===== src/rtl/core/dbar_pkg.sv =====
// ----------------------------------------------------------------------------
// dbar_pkg
// Shared widths, register indexes, reset values and digit helpers for the
// debounced button with accelerating auto repeat.
// ----------------------------------------------------------------------------
`timescale 1ns / 1ps
`default_nettype none

package dbar_pkg;

  localparam int unsigned TimeW      = 32;
  localparam int unsigned CfgW       = 16;
  localparam int unsigned DigitW     = 4;
  localparam int unsigned NumDigits  = TimeW / DigitW;
  localparam int unsigned CfgDigits  = CfgW / DigitW;
  localparam int unsigned DigitCntW  = $clog2(NumDigits);
  localparam int unsigned StepCntW   = $clog2(CfgW);
  localparam int unsigned CfgIdxW    = 3;

  typedef enum logic [CfgIdxW-1:0] {
    REG_DEBOUNCE  = 3'd0,
    REG_HOLD_THR  = 3'd1,
    REG_INIT_REP  = 3'd2,
    REG_MIN_REP   = 3'd3,
    REG_ACCEL     = 3'd4
  } reg_idx_e;

  localparam logic [CfgW-1:0] DebounceRst = 16'd50;
  localparam logic [CfgW-1:0] HoldThrRst  = 16'd500;
  localparam logic [CfgW-1:0] InitRepRst  = 16'd200;
  localparam logic [CfgW-1:0] MinRepRst   = 16'd50;
  localparam logic [CfgW-1:0] AccelRst    = 16'd2000;

  // Results of one serial pass over the timestamp differences.
  typedef struct packed {
    logic dbc_gt;    // now - change_time > debounce
    logic hold_lt;   // hold time below hold threshold
    logic p_ge_acc;  // progress past hold threshold reached accel time
  } diff_flags_t;

  // One digit of a subtraction; the top bit is the borrow out.
  function automatic logic [DigitW:0] sub_digit(input logic [DigitW-1:0] a,
                                                input logic [DigitW-1:0] b,
                                                input logic              bin);
    sub_digit = {1'b0, a} - {1'b0, b} - {{DigitW{1'b0}}, bin};
  endfunction

endpackage

`default_nettype wire


===== src/rtl/core/debounced_button_auto_repeat.sv =====
// ----------------------------------------------------------------------------
// debounced_button_auto_repeat
// Debounced active-low button with accelerating auto repeat.
// ----------------------------------------------------------------------------
// Input channel: one item per button sample (raw_level_i, now_ms_i), taken
// with in_valid_i / in_ready_o. Output channel: one result item per sample
// (fire_o, held_o, hold_duration_o) on out_valid_o / out_ready_i.
// Config: cfg_we_i writes cfg_data_i into register cfg_idx_i; indexes past
// the accel register are dropped. Write only while the block is idle.
// Flow: one item at a time. The timestamp differences run through a 4-bit
// digit-serial subtractor bank, then a decide step; a repeat check adds a
// compare step. While the repeat interval is still accelerating, a
// bit-serial multiply and then a divide run ahead of that compare.
// The result sits in an output register; the next item is accepted while it
// waits. If the receiver stalls, the following result holds in the sequencer
// until the output register frees up.
// Reset: config returns to 50/500/200/50/2000 ms, the button reads released,
// the change, press and repeat timestamps clear, no result is pending.
// ----------------------------------------------------------------------------
`timescale 1ns / 1ps
`default_nettype none

module debounced_button_auto_repeat (
  input  wire logic                            clk_i,
  input  wire logic                            rst_ni,
  input  wire logic                            cfg_we_i,
  input  wire logic [dbar_pkg::CfgIdxW-1:0]    cfg_idx_i,
  input  wire logic [dbar_pkg::CfgW-1:0]       cfg_data_i,
  input  wire logic                            in_valid_i,
  output logic                                 in_ready_o,
  input  wire logic                            raw_level_i,
  input  wire logic [dbar_pkg::TimeW-1:0]      now_ms_i,
  output logic                                 out_valid_o,
  input  wire logic                            out_ready_i,
  output logic                                 fire_o,
  output logic                                 held_o,
  output logic [dbar_pkg::TimeW-1:0]           hold_duration_o
);

  localparam int unsigned TW = dbar_pkg::TimeW;
  localparam int unsigned CW = dbar_pkg::CfgW;

  typedef enum logic [5:0] {
    S_IDLE   = 6'b000001,
    S_DIFF   = 6'b000010,
    S_DECIDE = 6'b000100,
    S_ARITH  = 6'b001000,
    S_CMP    = 6'b010000,
    S_DONE   = 6'b100000
  } state_e;

  state_e state_q, state_d;

  logic [CW-1:0] deb_q, thr_q, init_q, min_q, acc_q;
  logic          prev_raw_q, stable_q, held_q;
  logic [TW-1:0] change_q, press_q, repeat_q;
  logic [TW-1:0] now_q;
  logic          raw_q;
  logic          res_fire_q, press_evt_q, use_div_q;

  logic          accept;
  logic [TW-1:0] chg_eff;
  logic          diff_done;
  dbar_pkg::diff_flags_t flags;
  logic [TW-1:0] hold_val, drep_val;
  logic [CW-1:0] prog_val;
  logic          md_start, md_done;
  logic [CW-1:0] quot;
  logic          min_gt_init, repeat_path, need_div;
  logic [CW-1:0] interval;
  logic          rep_due;
  logic          out_load;

  assign in_ready_o  = (state_q == S_IDLE);
  assign accept      = in_valid_i && in_ready_o;
  // A level change restarts the debounce timer right away.
  assign chg_eff     = (raw_level_i != prev_raw_q) ? now_ms_i : change_q;

  assign min_gt_init = (min_q > init_q);
  assign repeat_path = flags.dbc_gt && (raw_q == stable_q) && !stable_q && held_q
                       && !flags.hold_lt;
  assign need_div    = !min_gt_init && !flags.p_ge_acc;
  assign md_start    = (state_q == S_DECIDE) && repeat_path && need_div;
  assign interval    = use_div_q ? (init_q - quot) : min_q;
  assign rep_due     = (|drep_val[TW-1:CW]) || (drep_val[CW-1:0] >= interval);
  assign out_load    = (state_q == S_DONE) && (!out_valid_o || out_ready_i);

  dbar_diff u_diff (
    .clk_i   (clk_i),
    .rst_ni  (rst_ni),
    .start_i (accept),
    .now_i   (now_ms_i),
    .chg_i   (chg_eff),
    .prs_i   (press_q),
    .rep_i   (repeat_q),
    .deb_i   (deb_q),
    .thr_i   (thr_q),
    .acc_i   (acc_q),
    .done_o  (diff_done),
    .flags_o (flags),
    .hold_o  (hold_val),
    .drep_o  (drep_val),
    .prog_o  (prog_val)
  );

  dbar_muldiv u_muldiv (
    .clk_i     (clk_i),
    .rst_ni    (rst_ni),
    .start_i   (md_start),
    .mcand_i   (init_q - min_q),
    .mplier_i  (prog_val),
    .divisor_i (acc_q),
    .done_o    (md_done),
    .quot_o    (quot)
  );

  always_comb begin
    state_d = state_q;
    unique case (state_q)
      S_IDLE: begin
        if (accept) state_d = S_DIFF;
      end
      S_DIFF: begin
        if (diff_done) state_d = S_DECIDE;
      end
      S_DECIDE: begin
        if (repeat_path) begin
          state_d = need_div ? S_ARITH : S_CMP;
        end else begin
          state_d = S_DONE;
        end
      end
      S_ARITH: begin
        if (md_done) state_d = S_CMP;
      end
      S_CMP: state_d = S_DONE;
      S_DONE: begin
        if (out_load) state_d = S_IDLE;
      end
      default: state_d = S_IDLE;
    endcase
  end

  always_ff @(posedge clk_i or negedge rst_ni) begin
    if (!rst_ni) begin
      state_q     <= S_IDLE;
      deb_q       <= dbar_pkg::DebounceRst;
      thr_q       <= dbar_pkg::HoldThrRst;
      init_q      <= dbar_pkg::InitRepRst;
      min_q       <= dbar_pkg::MinRepRst;
      acc_q       <= dbar_pkg::AccelRst;
      prev_raw_q  <= 1'b1;
      stable_q    <= 1'b1;
      held_q      <= 1'b0;
      change_q    <= '0;
      press_q     <= '0;
      repeat_q    <= '0;
      res_fire_q  <= 1'b0;
      press_evt_q <= 1'b0;
      use_div_q   <= 1'b0;
      out_valid_o <= 1'b0;
    end else begin
      state_q <= state_d;

      if (cfg_we_i) begin
        unique case (cfg_idx_i)
          dbar_pkg::REG_DEBOUNCE: deb_q  <= cfg_data_i;
          dbar_pkg::REG_HOLD_THR: thr_q  <= cfg_data_i;
          dbar_pkg::REG_INIT_REP: init_q <= cfg_data_i;
          dbar_pkg::REG_MIN_REP:  min_q  <= cfg_data_i;
          dbar_pkg::REG_ACCEL:    acc_q  <= cfg_data_i;
          default: ;
        endcase
      end

      if (accept) begin
        change_q    <= chg_eff;
        prev_raw_q  <= raw_level_i;
        res_fire_q  <= 1'b0;
        press_evt_q <= 1'b0;
      end

      if (state_q == S_DECIDE) begin
        use_div_q <= need_div;
        if (flags.dbc_gt && (raw_q != stable_q)) begin
          stable_q <= raw_q;
          if (!raw_q) begin
            press_q     <= now_q;
            repeat_q    <= now_q;
            held_q      <= 1'b1;
            res_fire_q  <= 1'b1;
            press_evt_q <= 1'b1;
          end else begin
            held_q <= 1'b0;
          end
        end
      end

      if (state_q == S_CMP && rep_due) begin
        repeat_q   <= now_q;
        res_fire_q <= 1'b1;
      end

      if (out_load) begin
        out_valid_o <= 1'b1;
      end else if (out_ready_i) begin
        out_valid_o <= 1'b0;
      end
    end
  end

  always_ff @(posedge clk_i) begin
    if (accept) begin
      now_q <= now_ms_i;
      raw_q <= raw_level_i;
    end
    if (out_load) begin
      fire_o          <= res_fire_q;
      held_o          <= held_q;
      // A fresh press reads zero hold time.
      hold_duration_o <= (held_q && !press_evt_q) ? hold_val : '0;
    end
  end

endmodule

`default_nettype wire


===== src/rtl/core/dbar_diff.sv =====
// ----------------------------------------------------------------------------
// dbar_diff
// Digit-serial subtractor bank: forms the three timestamp differences and
// their compares against the config limits, one 4-bit digit per cycle.
// ----------------------------------------------------------------------------
`timescale 1ns / 1ps
`default_nettype none

module dbar_diff (
  input  wire logic                               clk_i,
  input  wire logic                               rst_ni,
  input  wire logic                               start_i,
  input  wire logic [dbar_pkg::TimeW-1:0]         now_i,
  input  wire logic [dbar_pkg::TimeW-1:0]         chg_i,
  input  wire logic [dbar_pkg::TimeW-1:0]         prs_i,
  input  wire logic [dbar_pkg::TimeW-1:0]         rep_i,
  input  wire logic [dbar_pkg::CfgW-1:0]          deb_i,
  input  wire logic [dbar_pkg::CfgW-1:0]          thr_i,
  input  wire logic [dbar_pkg::CfgW-1:0]          acc_i,
  output logic                                    done_o,
  output dbar_pkg::diff_flags_t                   flags_o,
  output logic [dbar_pkg::TimeW-1:0]              hold_o,
  output logic [dbar_pkg::TimeW-1:0]              drep_o,
  output logic [dbar_pkg::CfgW-1:0]               prog_o
);

  localparam int unsigned TW = dbar_pkg::TimeW;
  localparam int unsigned CW = dbar_pkg::CfgW;
  localparam int unsigned DW = dbar_pkg::DigitW;

  logic [TW-1:0] now_sr_q, chg_sr_q, prs_sr_q, rep_sr_q;
  logic [CW-1:0] deb_sr_q, thr_sr_q, acc_sr_q;
  logic [TW-1:0] hold_sr_q, drep_sr_q;
  logic [CW-1:0] prog_sr_q;
  logic b_chg_q, b_deb_q, b_hold_q, b_thr_q, b_acc_q, b_rep_q;
  logic [dbar_pkg::DigitCntW-1:0] cnt_q;
  logic busy_q;

  logic [DW:0] r_chg, r_deb, r_hold, r_thr, r_acc, r_rep;

  // Chain the compares behind the differences within the same digit.
  assign r_chg  = dbar_pkg::sub_digit(now_sr_q[DW-1:0], chg_sr_q[DW-1:0], b_chg_q);
  assign r_deb  = dbar_pkg::sub_digit(deb_sr_q[DW-1:0], r_chg[DW-1:0], b_deb_q);
  assign r_hold = dbar_pkg::sub_digit(now_sr_q[DW-1:0], prs_sr_q[DW-1:0], b_hold_q);
  assign r_thr  = dbar_pkg::sub_digit(r_hold[DW-1:0], thr_sr_q[DW-1:0], b_thr_q);
  assign r_acc  = dbar_pkg::sub_digit(r_thr[DW-1:0], acc_sr_q[DW-1:0], b_acc_q);
  assign r_rep  = dbar_pkg::sub_digit(now_sr_q[DW-1:0], rep_sr_q[DW-1:0], b_rep_q);

  assign done_o = busy_q && (cnt_q == dbar_pkg::DigitCntW'(dbar_pkg::NumDigits - 1));

  always_ff @(posedge clk_i or negedge rst_ni) begin
    if (!rst_ni) begin
      busy_q   <= 1'b0;
      cnt_q    <= '0;
      b_chg_q  <= 1'b0;
      b_deb_q  <= 1'b0;
      b_hold_q <= 1'b0;
      b_thr_q  <= 1'b0;
      b_acc_q  <= 1'b0;
      b_rep_q  <= 1'b0;
    end else if (start_i) begin
      busy_q   <= 1'b1;
      cnt_q    <= '0;
      b_chg_q  <= 1'b0;
      b_deb_q  <= 1'b0;
      b_hold_q <= 1'b0;
      b_thr_q  <= 1'b0;
      b_acc_q  <= 1'b0;
      b_rep_q  <= 1'b0;
    end else if (busy_q) begin
      cnt_q    <= cnt_q + 1'b1;
      if (done_o) begin
        busy_q <= 1'b0;
      end
      b_chg_q  <= r_chg[DW];
      b_deb_q  <= r_deb[DW];
      b_hold_q <= r_hold[DW];
      b_thr_q  <= r_thr[DW];
      b_acc_q  <= r_acc[DW];
      b_rep_q  <= r_rep[DW];
    end
  end

  always_ff @(posedge clk_i) begin
    if (start_i) begin
      now_sr_q <= now_i;
      chg_sr_q <= chg_i;
      prs_sr_q <= prs_i;
      rep_sr_q <= rep_i;
      deb_sr_q <= deb_i;
      thr_sr_q <= thr_i;
      acc_sr_q <= acc_i;
    end else if (busy_q) begin
      now_sr_q  <= {{DW{1'b0}}, now_sr_q[TW-1:DW]};
      chg_sr_q  <= {{DW{1'b0}}, chg_sr_q[TW-1:DW]};
      prs_sr_q  <= {{DW{1'b0}}, prs_sr_q[TW-1:DW]};
      rep_sr_q  <= {{DW{1'b0}}, rep_sr_q[TW-1:DW]};
      deb_sr_q  <= {{DW{1'b0}}, deb_sr_q[CW-1:DW]};
      thr_sr_q  <= {{DW{1'b0}}, thr_sr_q[CW-1:DW]};
      acc_sr_q  <= {{DW{1'b0}}, acc_sr_q[CW-1:DW]};
      hold_sr_q <= {r_hold[DW-1:0], hold_sr_q[TW-1:DW]};
      drep_sr_q <= {r_rep[DW-1:0], drep_sr_q[TW-1:DW]};
      // Keep only the low half of the progress value.
      if (cnt_q < dbar_pkg::DigitCntW'(dbar_pkg::CfgDigits)) begin
        prog_sr_q <= {r_thr[DW-1:0], prog_sr_q[CW-1:DW]};
      end
    end
  end

  assign flags_o.dbc_gt   = b_deb_q;
  assign flags_o.hold_lt  = b_thr_q;
  assign flags_o.p_ge_acc = !b_acc_q;
  assign hold_o           = hold_sr_q;
  assign drep_o           = drep_sr_q;
  assign prog_o           = prog_sr_q;

endmodule

`default_nettype wire


===== src/rtl/core/dbar_muldiv.sv =====
// ----------------------------------------------------------------------------
// dbar_muldiv
// Serial shift-add multiply followed by a restoring divide on the same
// register pair: quotient = floor(mcand * mplier / divisor), one bit a cycle.
// ----------------------------------------------------------------------------
`timescale 1ns / 1ps
`default_nettype none

module dbar_muldiv (
  input  wire logic                        clk_i,
  input  wire logic                        rst_ni,
  input  wire logic                        start_i,
  input  wire logic [dbar_pkg::CfgW-1:0]   mcand_i,
  input  wire logic [dbar_pkg::CfgW-1:0]   mplier_i,
  input  wire logic [dbar_pkg::CfgW-1:0]   divisor_i,
  output logic                             done_o,
  output logic [dbar_pkg::CfgW-1:0]        quot_o
);

  localparam int unsigned CW = dbar_pkg::CfgW;

  typedef enum logic [2:0] {
    MD_IDLE = 3'b001,
    MD_MUL  = 3'b010,
    MD_DIV  = 3'b100
  } md_state_e;

  md_state_e state_q, state_d;
  logic [dbar_pkg::StepCntW-1:0] cnt_q;
  logic [CW-1:0] hi_q, lo_q, mcand_q, div_q;
  logic [CW:0]   mul_sum, div_r2, div_rem;
  logic          div_ge;
  logic          last_step;

  assign last_step = (cnt_q == dbar_pkg::StepCntW'(CW - 1));
  assign mul_sum   = {1'b0, hi_q} + (lo_q[0] ? {1'b0, mcand_q} : '0);
  assign div_r2    = {hi_q, lo_q[CW-1]};
  assign div_ge    = (div_r2 >= {1'b0, div_q});
  assign div_rem   = div_ge ? (div_r2 - {1'b0, div_q}) : div_r2;

  always_comb begin
    state_d = state_q;
    unique case (state_q)
      MD_IDLE: begin
        if (start_i) state_d = MD_MUL;
      end
      MD_MUL: begin
        if (last_step) state_d = MD_DIV;
      end
      MD_DIV: begin
        if (last_step) state_d = MD_IDLE;
      end
      default: state_d = MD_IDLE;
    endcase
  end

  always_ff @(posedge clk_i or negedge rst_ni) begin
    if (!rst_ni) begin
      state_q <= MD_IDLE;
      cnt_q   <= '0;
    end else begin
      state_q <= state_d;
      if (state_q == MD_IDLE || last_step) begin
        cnt_q <= '0;
      end else begin
        cnt_q <= cnt_q + 1'b1;
      end
    end
  end

  // The high half of the product stays below the divisor, so it seeds the
  // remainder directly.
  always_ff @(posedge clk_i) begin
    unique case (state_q)
      MD_IDLE: begin
        if (start_i) begin
          hi_q    <= '0;
          lo_q    <= mplier_i;
          mcand_q <= mcand_i;
          div_q   <= divisor_i;
        end
      end
      MD_MUL: begin
        hi_q <= mul_sum[CW:1];
        lo_q <= {mul_sum[0], lo_q[CW-1:1]};
      end
      MD_DIV: begin
        hi_q <= div_rem[CW-1:0];
        lo_q <= {lo_q[CW-2:0], div_ge};
      end
      default: ;
    endcase
  end

  assign done_o = (state_q == MD_DIV) && last_step;
  assign quot_o = lo_q;

endmodule

`default_nettype wire


===== config.mk =====
export PLATFORM = sky130hd
export DESIGN_NAME = debounced_button_auto_repeat
export DESIGN_NICKNAME = d
export VERILOG_FILES = /design/src/rtl/core/dbar_pkg.sv /design/src/rtl/core/debounced_button_auto_repeat.sv /design/src/rtl/core/dbar_diff.sv /design/src/rtl/core/dbar_muldiv.sv
export SDC_FILE = /design/constraint.sdc
export NUM_CORES = 1
export LEC_CHECK = 0
export ABC_AREA = 0
export BUFFER_PORTS_ARGS = -buffer_cell sky130_fd_sc_hd__buf_2
export CORE_UTILIZATION = 60
export CTS_CLUSTER_SIZE = 25
export DETAILED_ROUTE_END_ITERATION = 10
export PLACE_DENSITY = 0.79
export SYNTH_ARGS = -nofsm -noshare
export SYNTH_HDL_FRONTEND = slang
export SYNTH_SLANG_ARGS = --single-unit

===== constraint.sdc =====
create_clock -name clk_i -period 7.25 [get_ports clk_i]
set_clock_uncertainty 0.2 [all_clocks]
set_input_delay 1.45 -clock clk_i [delete_from_list [all_inputs] [get_ports clk_i]]
set_output_delay 1.45 -clock clk_i [all_outputs]
set_load 0.01 [all_outputs]

==> results.json <==
{
  "yosysWarningCount": 0,
  "ant_nets": 0,
  "drive_above_1_share": 0.1838,
  "static-leakage-power_nw": 13.06,
  "gp_routability_congestion": 0.8854,
  "worstHoldPathType": "register to register",
  "placed_area_um2": 28230,
  "post-route-cell-area_um2": 30310,
  "syn_area_per_cell_um2": 12.28,
  "worst_ep_required_time_ps": 7550,
  "clkSinkCount": 593,
  "synth.distinct_cells": 70,
  "finalWorstPathRequiredPeriod_ps": 5271,
  "hold_path.startpoint": "u_diff.hold_o[10]",
  "yosys_register_bits": 593,
  "io_pins": 93,
  "hpwl_detailed_um": 37670,
  "maxCapViolations": 0,
  "cts_clock_pin_slew_for_the_worst_setup_and_hold_paths_ps": 60,
  "grtUsageMet1": 0.3204,
  "worst_hold_slack_across_all_endpoints_ps": 237.3,
  "worst-slew-pin-transition_ps": 1210,
  "groute.layer.met2.usage": 0.4516,
  "cp-end-kind": "register",
  "synthesis.area_um2": 27070,
  "drt-wirelength-per-cell_um": 19.74,
  "seq_area_frac_synth": 0.6208,
  "antenna_found_initial": 0,
  "power.density_nw_per_um2": 426.4,
  "wirelength_um": 58100,
  "postSynth.asyncResetShare": 0.3474,
  "n_fill_cell": 3097,
  "hold-path-endpoint": "u_diff.hold_o[6]",
  "cts-hold-fix-buffers": 0,
  "final_setup_violating_endpoints": 0,
  "postSynthNetCount": 2384,
  "post_cts_resized": 0,
  "design.die.area_um2": 45980,
  "htree_levels": 2,
  "cts_root_buffer": "sky130_fd_sc_hd__clkbuf_16",
  "grt_pass1_vias": 17620,
  "grt_pass1_wl_um": 92740,
  "path_delay_family": "compound AO/OA/AOI/OAI gates",
  "r2r_slack_ps": 1980,
  "finish.utilization": 0.6838,
  "irDropWorstVdd_mv": 0.2992,
  "cells_along_the_critical_path": "ha_1 -> inv_1 -> fa_1 -> a21o_1 -> a21oi_1 -> o21ai_0 -> a21oi_1 -> o211ai_1 -> a31oi_1 -> xnor2_1 -> mux2i_1 -> ha_1 -> a2111oi_0 -> a31oi_1 -> a211oi_4 -> buf_4 -> mux2_2",
  "clock_network_latency_to_the_later_pin_of_the_worst_skew_pair_ps": 620,
  "grt_start_max_net_pins": 118,
  "worst-r2r-cell-count": 17,
  "io_buffers": 92,
  "die_y_um": 214.4,
  "rsz0062_at_grt": "no",
  "worst-path-max-fanout": 33,
  "starting_density_of_the_core": 0.6109,
  "post_cts_buffers": 0,
  "main_flop_type_after_synthesis": "sky130_fd_sc_hd__edfxtp_1",
  "firstDrtPassIters": 5,
  "chipWidth_um": 214.4,
  "cts_tree": "built",
  "placement_rows": 77,
  "insertedDiodeCount": 0,
  "grtUsageTotal": 0.2586,
  "cpMaxStageDelayCell": "sky130_fd_sc_hd__edfxtp_1",
  "worst_r2r_startpoint": "u_muldiv.quot_o[0]",
  "finish.net_count": 2479,
  "synth_enable_flop_cells": 387,
  "finalCritPeriodShare": 0.7270,
  "critical-path-max-stage-delay_ps": 640,
  "grt_use_met3": 0.04000,
  "avgViaCountPerCell": 5.785,
  "syn_to_final_growth_pct": 11.93,
  "final_hold_viol_count": 0,
  "outcome": "completed",
  "drv_slew": 0,
  "worstPathBufferInverterCount": 2,
  "classification_of_the_worst_setup_path": "register to register",
  "critical_path.startpoint_type": "register",
  "globalRouteOverflowTotal": 0,
  "max_slew_margin": 0.1889,
  "detail_route.iter0.violations": 1242,
  "postSynthCellCount": 2205,
  "hold_depth": 0,
  "global_route.peak_usage_layer": "met2",
  "route.detailed.drc": 0,
  "num_vias": 17020,
  "core_um2": 44320,
  "cp.arrival_ps": 5570,
  "cts-buffers-inserted": 59,
  "setup_tns_final_ps": 0,
  "worst_case_clock_buffer_depth": 3,
  "post-place-cells": 2830,
  "rr_endpoint": "repeat_q[22]",
  "post_layout_nonfiller_instances": 2943,
  "max_clock_freq_ghz": 0.1897
}
how the worst max path moves through the flow:
stage                                   from                 end  slack (ps)  cells past startpoint
after floorplan                   in_valid_i  u_diff.acc_sr_q[0]         590                      4
after global placement    u_muldiv.quot_o[0]        repeat_q[25]        2170                     19
after detailed placement  u_muldiv.quot_o[0]        repeat_q[16]        2120                     17
after CTS                 u_muldiv.quot_o[0]        repeat_q[22]        2030                     17
after global routing      u_muldiv.quot_o[0]        repeat_q[22]        1680                     19
final                     u_muldiv.quot_o[0]        repeat_q[22]        1980                     17
report_power, final:
part	switching [mW]	leakage [nW]	internal (mW)
Sequential	0.526	6.48	5.24
Combinational	2.36	5.57	1.58
Clock	1.29	1.00	1.93
Total	4.17	13.1	8.75
cells in the mapped netlist (9+ instances only):
library cell	n	area (µm²)
sky130_fd_sc_hd__a211oi_1	14	105.1
sky130_fd_sc_hd__a21o_1	19	142.6
sky130_fd_sc_hd__a21oi_1	42	210.2
sky130_fd_sc_hd__a31oi_1	36	225.2
sky130_fd_sc_hd__and2_1	51	319.1
sky130_fd_sc_hd__and3_1	31	193.9
sky130_fd_sc_hd__buf_2	18	90.09
sky130_fd_sc_hd__clkbuf_1	60	225.2
sky130_fd_sc_hd__dfrtp_1	181	4529
sky130_fd_sc_hd__dfstp_2	25	656.9
sky130_fd_sc_hd__edfxtp_1	387	11620
sky130_fd_sc_hd__fa_1	12	240.2
sky130_fd_sc_hd__ha_1	110	1376
sky130_fd_sc_hd__inv_1	115	431.7
sky130_fd_sc_hd__mux2_2	175	1971
sky130_fd_sc_hd__mux2i_1	29	290.3
sky130_fd_sc_hd__nand2_1	497	1866
sky130_fd_sc_hd__nand2b_1	12	75.07
sky130_fd_sc_hd__nand3_1	13	65.06
sky130_fd_sc_hd__nor2_1	99	371.6
sky130_fd_sc_hd__nor2b_1	13	81.33
sky130_fd_sc_hd__nor3_1	21	105.1
sky130_fd_sc_hd__o211ai_1	9	67.56
sky130_fd_sc_hd__o21ai_0	44	220.2
sky130_fd_sc_hd__o221ai_1	13	113.9
sky130_fd_sc_hd__o22ai_1	13	81.33
sky130_fd_sc_hd__xnor2_1	48	420.4
sky130_fd_sc_hd__xor2_1	19	166.4
logic make-up after synthesis:
logic type / synth area share
fa+ha+maj: 0.05971
simple gates: 0.1253
compound gates: 0.05957
xor+xnor: 0.02167
mux: 0.08351
flops: 0.6208
buf+inv: 0.02944
per-stage QoR:
stage / setup slack (ps) / power (mW)
after floorplan: 586.3 / 8.629
after detailed placement: 2124 / 9.754
after CTS: 2027 / 13.00
after global placement: 2168 / 9.487
after global routing: 1677 / 13.70
final: 1979 / 12.92
routing by layer:
metal	wire length, µm	vias to the layer above
li1	-	7960
met1	22980	8430
met2	29660	493
met3	3099	141
met4	2369	0
met5	0	-
placed cells by master (no fill, tap or decap), types with 13 or more instances in the layout:
master | Yosys | final
sky130_fd_sc_hd__o21ai_0 | 44 | 44
sky130_fd_sc_hd__ha_1 | 110 | 110
sky130_fd_sc_hd__clkbuf_1 | 60 | 13
sky130_fd_sc_hd__edfxtp_1 | 387 | 387
sky130_fd_sc_hd__nor2_1 | 99 | 97
sky130_fd_sc_hd__mux2i_1 | 29 | 29
sky130_fd_sc_hd__a21oi_1 | 42 | 42
sky130_fd_sc_hd__dfrtp_1 | 181 | 181
sky130_fd_sc_hd__inv_1 | 115 | 115
sky130_fd_sc_hd__o22ai_1 | 13 | 13
sky130_fd_sc_hd__a31oi_1 | 36 | 36
sky130_fd_sc_hd__a21o_1 | 19 | 19
sky130_fd_sc_hd__xnor2_1 | 48 | 47
sky130_fd_sc_hd__nand3_1 | 13 | 13
sky130_fd_sc_hd__nor3_1 | 21 | 18
sky130_fd_sc_hd__xor2_1 | 19 | 18
sky130_fd_sc_hd__buf_4 | 0 | 25
sky130_fd_sc_hd__clkbuf_16 | 0 | 60
sky130_fd_sc_hd__buf_2 | 18 | 91
sky130_fd_sc_hd__dfstp_2 | 25 | 25
sky130_fd_sc_hd__and3_1 | 31 | 30
sky130_fd_sc_hd__and2_1 | 51 | 51
sky130_fd_sc_hd__a211oi_1 | 14 | 14
sky130_fd_sc_hd__nand2_1 | 497 | 495
sky130_fd_sc_hd__mux2_2 | 175 | 175
sky130_fd_sc_hd__o221ai_1 | 13 | 13
sky130_fd_sc_hd__nor2b_1 | 13 | 13
worst reg2reg max path, cell delays in order, from the launching register on:
cell	delay [ps]
sky130_fd_sc_hd__edfxtp_1	640
sky130_fd_sc_hd__ha_1	260
sky130_fd_sc_hd__inv_1	60
sky130_fd_sc_hd__fa_1	400
sky130_fd_sc_hd__a21o_1	170
sky130_fd_sc_hd__a21oi_1	270
sky130_fd_sc_hd__o21ai_0	130
sky130_fd_sc_hd__a21oi_1	370
sky130_fd_sc_hd__o211ai_1	160
sky130_fd_sc_hd__a31oi_1	230
sky130_fd_sc_hd__xnor2_1	160
sky130_fd_sc_hd__mux2i_1	140
sky130_fd_sc_hd__ha_1	210
sky130_fd_sc_hd__a2111oi_0	350
sky130_fd_sc_hd__a31oi_1	200
sky130_fd_sc_hd__a211oi_4	280
sky130_fd_sc_hd__buf_4	500
sky130_fd_sc_hd__mux2_2	430
layout make-up:
class	instances	area [µm²]	share of cell area
Sequential cell	593	16810	0.5546
Multi-Input combinational cell	1412	9585	0.3163
Clock buffer	78	1619	0.05342
Tap cell	592	740.7	0.02444
Timing Repair Buffer	118	669.4	0.02209
Clock inverter	34	442.9	0.01462
Inverter	116	440.4	0.01453
state kept, by name, indices dropped and copies added, names as in the netlist, 32 cells and up:
signal,count
change_q,32
hold_duration_o,32
now_q,32
press_q,32
repeat_q,32
u_diff.chg_sr_q,32
u_diff.drep_o,32
u_diff.hold_o,32
u_diff.now_sr_q,32
u_diff.prs_sr_q,32
u_diff.rep_sr_q,32
Note: power is estimated with default switching activity, not from simulation.
